### src/rtl/lmsbs_pkg.sv
// Package for the LED matrix scan and button sense core.
// Holds the matrix geometry, field widths, threshold reset values and code types.
// Depends on nothing; imported by the core, scan_result_checker and the testbench top.
package lmsbs_pkg;

	// Matrix geometry and frame length.
	localparam int ROWS            = 5;
	localparam int COLS            = 6;
	localparam int SENSE_LINES     = 4;
	localparam int TICKS_PER_FRAME = 33;

	localparam int LED_COUNT      = ROWS * COLS;
	localparam int PRECHARGE_TICK = LED_COUNT;
	localparam int CONVERT_TICK   = LED_COUNT + 1;

	// Widths of the word fields and the internal counters.
	localparam int ACTION_W = 2;
	localparam int ROW_W    = 3;
	localparam int COL_W    = 3;
	localparam int BITS_W   = 6;
	localparam int SAMPLE_W = 10;
	localparam int DRIVE_W  = 2;
	localparam int LED_W    = 5;
	localparam int LINE_W   = 2;
	localparam int MASK_W   = 4;
	localparam int TICK_W   = 6;
	localparam int CFG_IDX_W = 2;

	// Threshold reset values: eleven twelfths and seven eighths of full scale.
	localparam logic [SAMPLE_W-1:0] LINE_THR_RESET      = SAMPLE_W'(1023 * 11 / 12);
	localparam logic [SAMPLE_W-1:0] LINE_ZERO_THR_RESET = SAMPLE_W'(1023 * 7 / 8);

	typedef enum logic [ACTION_W-1:0] {
		ACT_TICK   = 2'd0,
		ACT_SAMPLE = 2'd1,
		ACT_ROW    = 2'd2
	} action_t;

	typedef enum logic [DRIVE_W-1:0] {
		DRIVE_OFF       = 2'd0,
		DRIVE_LIT       = 2'd1,
		DRIVE_PRECHARGE = 2'd2,
		DRIVE_HOLD      = 2'd3
	} drive_t;

	typedef enum logic [CFG_IDX_W-1:0] {
		CFG_LINE_THR      = 2'd0,
		CFG_LINE_ZERO_THR = 2'd1
	} cfg_index_t;

endpackage

### src/rtl/led_matrix_scan_button_sense_core.sv
// A word accepted at the input is held in the input register, then passes through the sequencer
// logic into the result register (input register, then result register), where its result word is offered.
// One word per cycle while out_ready is high, set by the single step of logic from the input
// register to the result register; a stalled result register holds the input register back.
// Reset (arst_n low, asynchronous) clears the tick, row and column counters, sense line,
// both frame buffers and both masks, and loads the threshold reset values.
// Configuration writes are taken in every cycle; no clearing pass is needed.
module led_matrix_scan_button_sense_core
	import lmsbs_pkg::*;
(
	input  logic                 clk,
	input  logic                 arst_n,
	// Configuration write channel
	input  logic                 cfg_valid,
	output logic                 cfg_ready,
	input  logic [CFG_IDX_W-1:0] cfg_index,
	input  logic [SAMPLE_W-1:0]  cfg_data,
	// Input channel
	input  logic                 in_valid,
	output logic                 in_ready,
	input  logic [ACTION_W-1:0]  action,
	input  logic [ROW_W-1:0]     row_select,
	input  logic [BITS_W-1:0]    row_bits,
	input  logic [SAMPLE_W-1:0]  sample,
	// Result channel
	output logic                 out_valid,
	input  logic                 out_ready,
	output logic [DRIVE_W-1:0]   drive,
	output logic [LED_W-1:0]     led_index,
	output logic                 convert_start,
	output logic [LINE_W-1:0]    convert_channel,
	output logic                 convert_off,
	output logic [MASK_W-1:0]    buttons,
	output logic                 frame_done
);

	// Configuration registers
	logic [SAMPLE_W-1:0] line_thr_q;
	logic [SAMPLE_W-1:0] line_zero_thr_q;

	// Input register
	logic                valid_s1;
	logic [ACTION_W-1:0] action_s1;
	logic [ROW_W-1:0]    row_select_s1;
	logic [BITS_W-1:0]   row_bits_s1;
	logic [SAMPLE_W-1:0] sample_s1;

	// Result register
	logic                valid_s2;
	logic [DRIVE_W-1:0]  drive_s2;
	logic [LED_W-1:0]    led_s2;
	logic                cstart_s2;
	logic [LINE_W-1:0]   cchan_s2;
	logic                coff_s2;
	logic [MASK_W-1:0]   buttons_s2;
	logic                done_s2;

	// Scan and sense state
	logic [TICK_W-1:0]   tick_q;
	logic [ROW_W-1:0]    row_q;
	logic [COL_W-1:0]    col_q;
	logic [LINE_W-1:0]   line_q;
	logic [MASK_W-1:0]   gather_q;
	logic [MASK_W-1:0]   pub_q;
	logic [BITS_W-1:0]   shadow_q [ROWS];
	logic [BITS_W-1:0]   shown_q  [ROWS];

	// Next values
	logic [TICK_W-1:0]   tick_d;
	logic [ROW_W-1:0]    row_d;
	logic [COL_W-1:0]    col_d;
	logic [LINE_W-1:0]   line_d;
	logic [MASK_W-1:0]   gather_d;
	logic [MASK_W-1:0]   pub_d;
	logic [BITS_W-1:0]   shadow_d [ROWS];
	logic [BITS_W-1:0]   shown_d  [ROWS];
	drive_t              drive_d;
	logic [LED_W-1:0]    led_d;
	logic                cstart_d;
	logic [LINE_W-1:0]   cchan_d;
	logic                coff_d;
	logic                done_d;

	logic [TICK_W:0]     tick_inc;
	logic [LINE_W:0]     line_inc;
	logic [SAMPLE_W-1:0] thr;
	logic                advance;

	// The word in the input register moves on when the result register is free or emptying.
	assign advance   = valid_s1 && (!valid_s2 || out_ready);
	assign in_ready  = !valid_s1 || advance;
	assign cfg_ready = 1'b1;

	// Configuration registers
	always_ff @(posedge clk or negedge arst_n) begin
		if (!arst_n) begin
			line_thr_q      <= LINE_THR_RESET;
			line_zero_thr_q <= LINE_ZERO_THR_RESET;
		end else if (cfg_valid && cfg_ready) begin
			case (cfg_index)
				CFG_LINE_THR:      line_thr_q      <= cfg_data;
				CFG_LINE_ZERO_THR: line_zero_thr_q <= cfg_data;
				default: ;
			endcase
		end
	end

	// Input register
	always_ff @(posedge clk or negedge arst_n) begin
		if (!arst_n) begin
			valid_s1 <= 1'b0;
		end else if (in_ready) begin
			valid_s1 <= in_valid;
		end
	end

	always_ff @(posedge clk) begin
		if (in_valid && in_ready) begin
			action_s1     <= action;
			row_select_s1 <= row_select;
			row_bits_s1   <= row_bits;
			sample_s1     <= sample;
		end
	end

	// One step of the scan sequencer for the word in the input register.
	always_comb begin
		drive_d  = DRIVE_HOLD;
		led_d    = '0;
		cstart_d = 1'b0;
		cchan_d  = '0;
		coff_d   = 1'b0;
		done_d   = 1'b0;
		tick_d   = tick_q;
		row_d    = row_q;
		col_d    = col_q;
		line_d   = line_q;
		gather_d = gather_q;
		pub_d    = pub_q;
		shadow_d = shadow_q;
		shown_d  = shown_q;
		tick_inc = {1'b0, tick_q} + (TICK_W+1)'(1);
		line_inc = {1'b0, line_q} + (LINE_W+1)'(1);
		thr      = (line_q == '0) ? line_zero_thr_q : line_thr_q;

		case (action_s1)
			ACT_TICK: begin
				if (tick_q < TICK_W'(LED_COUNT)) begin
					// LED slot: light the LED if its bit in the shown frame is set.
					if (shown_q[row_q][col_q]) begin
						drive_d = DRIVE_LIT;
						led_d   = tick_q[LED_W-1:0];
					end else begin
						drive_d = DRIVE_OFF;
					end
					if (col_q == COL_W'(COLS - 1)) begin
						col_d = '0;
						if (row_q != ROW_W'(ROWS - 1)) begin
							row_d = row_q + ROW_W'(1);
						end
					end else begin
						col_d = col_q + COL_W'(1);
					end
				end else if (tick_q == TICK_W'(PRECHARGE_TICK)) begin
					drive_d = DRIVE_PRECHARGE;
				end else if (tick_q == TICK_W'(CONVERT_TICK)) begin
					gather_d = '0;
					line_d   = '0;
					cstart_d = 1'b1;
				end
				// Frame wrap: latch the new frame and publish the gathered mask.
				if (tick_inc >= (TICK_W+1)'(TICKS_PER_FRAME)) begin
					shown_d = shadow_q;
					pub_d   = gather_d;
					tick_d  = '0;
					row_d   = '0;
					col_d   = '0;
					done_d  = 1'b1;
				end else begin
					tick_d = tick_inc[TICK_W-1:0];
				end
			end
			ACT_SAMPLE: begin
				// A sample below the line's threshold marks the button as pressed.
				if (sample_s1 < thr) begin
					gather_d[line_q] = 1'b1;
				end
				if (line_inc < (LINE_W+1)'(SENSE_LINES)) begin
					line_d   = line_inc[LINE_W-1:0];
					cstart_d = 1'b1;
					cchan_d  = line_inc[LINE_W-1:0];
				end else begin
					coff_d  = 1'b1;
					drive_d = DRIVE_OFF;
				end
			end
			ACT_ROW: begin
				if (row_select_s1 < ROW_W'(ROWS)) begin
					shadow_d[row_select_s1] = row_bits_s1;
				end
			end
			default: ;
		endcase
	end

	// State registers, updated as each word moves to the result register.
	always_ff @(posedge clk or negedge arst_n) begin
		if (!arst_n) begin
			tick_q   <= '0;
			row_q    <= '0;
			col_q    <= '0;
			line_q   <= '0;
			gather_q <= '0;
			pub_q    <= '0;
			for (int i = 0; i < ROWS; i++) begin
				shadow_q[i] <= '0;
				shown_q[i]  <= '0;
			end
		end else if (advance) begin
			tick_q   <= tick_d;
			row_q    <= row_d;
			col_q    <= col_d;
			line_q   <= line_d;
			gather_q <= gather_d;
			pub_q    <= pub_d;
			shadow_q <= shadow_d;
			shown_q  <= shown_d;
		end
	end

	// Result register
	always_ff @(posedge clk or negedge arst_n) begin
		if (!arst_n) begin
			valid_s2 <= 1'b0;
		end else if (advance) begin
			valid_s2 <= 1'b1;
		end else if (out_ready) begin
			valid_s2 <= 1'b0;
		end
	end

	always_ff @(posedge clk) begin
		if (advance) begin
			drive_s2   <= drive_d;
			led_s2     <= led_d;
			cstart_s2  <= cstart_d;
			cchan_s2   <= cchan_d;
			coff_s2    <= coff_d;
			buttons_s2 <= pub_d;
			done_s2    <= done_d;
		end
	end

	assign out_valid       = valid_s2;
	assign drive           = drive_s2;
	assign led_index       = led_s2;
	assign convert_start   = cstart_s2;
	assign convert_channel = cchan_s2;
	assign convert_off     = coff_s2;
	assign buttons         = buttons_s2;
	assign frame_done      = done_s2;

endmodule

### config.mk
export PLATFORM = sky130hd
export DESIGN_NAME = led_matrix_scan_button_sense_core
export DESIGN_NICKNAME = d
export VERILOG_FILES = /design/src/rtl/lmsbs_pkg.sv /design/src/rtl/led_matrix_scan_button_sense_core.sv
export SDC_FILE = /design/constraint.sdc
export NUM_CORES = 1
export LEC_CHECK = 0
export CAP_MARGIN = 20
export CELL_PAD_IN_SITES_DETAIL_PLACEMENT = 1
export CELL_PAD_IN_SITES_GLOBAL_PLACEMENT = 1
export CORE_UTILIZATION = 53
export DETAILED_ROUTE_END_ITERATION = 10
export DONT_BUFFER_PORTS = 1
export PLACE_DENSITY = 0.91
export SLEW_MARGIN = 20
export SYNTH_ARGS = -nofsm -noshare
export SYNTH_HDL_FRONTEND = slang
export SYNTH_SLANG_ARGS = --single-unit
### constraint.sdc
create_clock -name clk -period 3.62 [get_ports clk]
set_input_delay 0.543 -clock clk [delete_from_list [all_inputs] [get_ports clk]]
set_output_delay 0.543 -clock clk [all_outputs]
set_load 0.01 [all_outputs]
Word-level counts from Yosys, hierarchy flattened --
Index checks and enable logic that the tools add are counted. W data, S select, Z words.
Word-level totals: register bits 141, bits in latches 0, RAM bits 0, ROM bits 0, input port bits 38, logic and storage cells 133, memories kept 0
Operators by class: $add $sub $neg 4, $mul 0, div/mod/pow operators 0, order comparisons 11, equality and inequality tests 12, shifts and indexed selects 0, muxes and demuxes 45, bitwise logic cells 3, reductions and logical operators 27
Operator list (number):
- $bwmux W30 | 1
- $mux W4 | 6
- $mux W6 | 4
- $mux W3 | 7
- $bmux W6 S3 | 1
- $demux W6 S3 | 1
- $reduce_and A3 Y1 | 5
- $eq A6 B5 Y1 const B | 2
- $mux W1 | 12
- $mux W2 | 6
- $lt A10 B10 Y1 | 1
- $mux W10 | 1
- $ne A2 B2 Y1 const B | 5
- $reduce_bool A2 Y1 | 5
- $ge A4 B4 Y1 const B | 2
- $not A3 Y4 | 2
- $pmux W2 S2 | 2
- $pmux W4 S2 | 1
- $reduce_and A2 Y1 | 4
- $add A6 B1 Y7 const B | 1
- $ge A7 B6 Y1 const B | 1
- $add A3 B1 Y3 const B | 2
- $logic_not A2 Y1 | 3
- $lt A3 B3 Y1 const B | 2
- 19 further kinds | 25

Logic depth before layout (Yosys ltp) --
word-level depth 9, gate-level depth with buffers 10

Least setup slack after synthesis --
No wires, ideal clock.
path type reg-to-reg, start point register line_q[0], end point register gather_q[3], setup time 95 ps, arrival 2468 ps, slack 1057 ps, cell stages (with the launch flop) 10, path buffers 1, period minus slack after synthesis 2563 ps, cells stage by stage dfrtp_1 inv_1 ha_1 buf_1 mux2i_1 ha_1 a21o_1 a2111oi_0 a21oi_1 o31ai_1
Between the ends: cells in the longest elaborated chain, start to end 7, elaborated cells between the ends (all ways) 13, classes of those cells order compare: 3; eq/ne: 1; mux: 5; bitwise: 1; reduce/logical: 3
Ends and longest elaborated chain:
- start: declaration | RTL line led_matrix_scan_button_sense_core.sv:62 | logic [LINE_W-1:0] line_q;
- start signal: assignment | RTL line led_matrix_scan_button_sense_core.sv:223 | line_q <= line_d;
- branches (longest 7 deep; another with $lt A10 B10 Y1)
- end signal: assignment | RTL line led_matrix_scan_button_sense_core.sv:224 | gather_q <= gather_d;
- end: declaration | RTL line led_matrix_scan_button_sense_core.sv:63 | logic [MASK_W-1:0] gather_q;
Parallel ways; which one is timed is not known. The select of a mux whose other input is x is not followed. A chain may end at the register's enable or synchronous reset.

Worst setup path after layout --
start point register line_q[0], end point register gather_q[0]
Same word-level chain as after synthesis.

==> results.yml <==
detailed_routing:
  via_per_inst: 6.01
  wire_per_inst_um: 23.3
  wl_mm: 13.9
  drc: 0
  antenna_left: 0
  via_count: 3580
  drtIter0Drc: 246
  dr.pass1.iters: 6
clock_tree:
  cts_buffers: 17
  path_clk_slew_ns: 0.06
  cts_tree: "yes"
  root_buffer: "clkbuf_16"
  clock_latency_ns: 0.42
  cts.sinks: 141
  cts_resized: 0
  cts_max_level: 4
  post_cts_buffers: 0
  clockBufferDepth: 2
critical_path:
  path_common_cell: "ha_1"
  crit_type: "reg2reg"
  crit_required_ns: 3.94
  cp_max_fo: 11
  start_kind: "register"
  cp_slowest_cell: "ha_1"
  critPathArrivalTime_ns: 3.42
  crit_chain: "inv_1 > ha_1 > mux2i_1 > ha_1 > a21o_1 > a2111oi_0 > a21oi_1 > o21ai_0"
  endpoint_kind: "register"
  cpPeakStageDelay_ns: 0.61
power:
  peakVddDrop_mv: 0.579
  power_leakage_uw: 0.00310
  power_density_nw_per_um2: 651
floorplan:
  die-area_um2: 12100
  io_pins: 57
  coreArea_um2: 11400
  row_count: 39
  initial_core_util: 0.543
  die_h_um: 110
  die_w_um: 110
grt:
  track_usage: 0.260
  grt_max_degree: 105
  gr-total-overflow: 0
  antenna_found_initial: 0
  grt_pass1_vias: 4029
  grt_pass1_wl_mm: 22.2
sta:
  worst_pin_slew_ns: 0.985
  hold_ws_ns: 0.0413
  hold_viol: 0
  relSlewSlack: 0.343
  skew_ns: 0.0131
  maxSlewViolCount: 0
  rsz0062_at_grt: "no"
  finalSetupViolations: 0
  finalCritPeriodShare: 0.856
  max_freq_mhz: 323
  worst_slack_ns: 0.522
  tns_ns: 0
  fin_crit_ns: 3.10
yosys:
  ys_warn_count: 0
  syn_inst: 432
  ys_seq_area_frac: 0.604
  synth_cell_types: 52
  synth_edf_count: 37
  syn_avg_cell_area_um2: 14.3
  synth_nets: 488
  synth_area_um2: 6170
  yosys_register_bits: 141
  yosys_most_used_dff: "dfrtp_1"
  async_reset_ff_frac: 0.738
job:
  max-cap-violations: 0
place:
  place_worst_setup_slack_ns: 0.612
  gp_congestion: 0.823
  port_buffers: 0
  dp_hpwl_mm: 8.60
final_layout:
  final_nets: 497
  n_antenna_cell: 0
  mostFrequentLayoutCells: "89 x mux2_2, 89 x dfrtp_1, 37 x edfxtp_1"
  drive_gt1_frac: 0.327
  n_fill_cell: 1048
  utilization: 0.608
  areaGrowthSynthToFinish_pct: 12.0
min_path:
  hold_path.class: "in2async"
status:
  status: "finished, final reports clean"
## power by group
group          leakage, µW  switching (µW)  total [µW]  internal [µW]
Sequential         0.00169             231        2110           1880
Clock             0.000283             645        1660           1020
Combinational      0.00113             382         724            342
## cells by family (layout without fill, tap and decap cells)
kind of cell / count (synthesis) / count (layout) / synth area share
flops: 141 / 141 / 0.604
simple gates: 79 / 79 / 0.0648
xor+xnor: 5 / 5 / 0.00709
mux: 115 / 115 / 0.218
other cells: 1 / 1 / 0.000607
buf+inv: 31 / 52 / 0.0215
compound gates: 42 / 42 / 0.0468
fa+ha+maj: 18 / 18 / 0.0365
## layout make-up
cell class | instances | area, µm² | share of cell area
Timing Repair Buffer | 6 | 65.1 | 0.00941
Inverter | 15 | 56.3 | 0.00814
Multi-Input combinational cell | 260 | 2310 | 0.335
Clock inverter | 10 | 86.3 | 0.0125
Tap cell | 143 | 179 | 0.0259
Sequential cell | 141 | 3730 | 0.540
Clock buffer | 21 | 483 | 0.0698
## path summary, 6_finish.rpt
kind | end | start | slack (ns) | cells past startpoint
worst min-delay path | tick_q[2] | arst_n | 0.04 | 1
worst min register to register | gather_q[3] | gather_q[3] | 0.48 | 2
worst max-delay path | gather_q[0] | line_q[0] | 0.52 | 8
worst max register to register | gather_q[0] | line_q[0] | 0.52 | 8
min in group clk | sample_s1[2] | sample[2] | 0.21 | 0
max in group asynchronous | line_zero_thr_q[1] | arst_n | 3.14 | 1
## synth_stat cells, types with 3 or more instances
library cell,count,share of area
a21oi_1,4,0.0032
nand3b_1,3,0.0036
dfstp_2,15,0.064
and3_1,4,0.0041
and2_1,3,0.0030
nand4_1,5,0.0051
inv_1,15,0.0091
nand3_1,9,0.0073
nand2_1,23,0.014
mux2_2,89,0.16
nand2b_1,4,0.0041
buf_2,4,0.0032
ha_1,18,0.036
o31ai_1,4,0.0049
mux4_2,6,0.022
mux2_1,8,0.015
clkbuf_1,8,0.0049
dfrtp_1,89,0.36
a22o_1,3,0.0043
mux2i_1,12,0.019
o21ai_0,12,0.0097
nor2b_1,6,0.0061
edfxtp_1,37,0.18
xnor2_1,3,0.0043
nor2_1,14,0.0085
## routing by layer
layer / vias up / part of all wire / GRT usage
met3: 35 / 0.030 / 0.0622
met2: 96 / 0.54 / 0.451
li1: 1595 / - / -
met5: - / 0 / 0
met1: 1854 / 0.39 / 0.296
met4: 0 / 0.034 / 0.136
## sequential cells by signal, indices dropped and copies added (netlist names), 3 cells and up
name	flops
shown_q	30
sample_s1	10
led_index	5
shadow_q	30
buttons	4
row_q	3
col_q	3
line_thr_q	10
line_zero_thr_q	10
pub_q	4
tick_q	6
row_bits_s1	6
gather_q	4
row_select_s1	3
## critical path, delay by kind of cell (launching register included)
kind            cells  cell delay, ns
compound gates      4            1.23
buf+inv             1            0.14
mux                 1            0.29
flops               1            0.42
fa+ha+maj           2            0.90
## through the flow
stage               total power (µW)  std cells  area [µm²]
global route                    4700        596        6920
CTS                             4530        596        6920
floorplan                       2590        432        6170
finish                          4500        596        6920
global placement                2710        564        6320
detailed placement              2790        564        6320
## timing repair
action / in CTS / in global routing
hold buffers: 1 / 0
hold endpoints to repair: 104 / 0
endpoints found under the setup margin: 0 / 0
(Power assumes the default switching activity.)
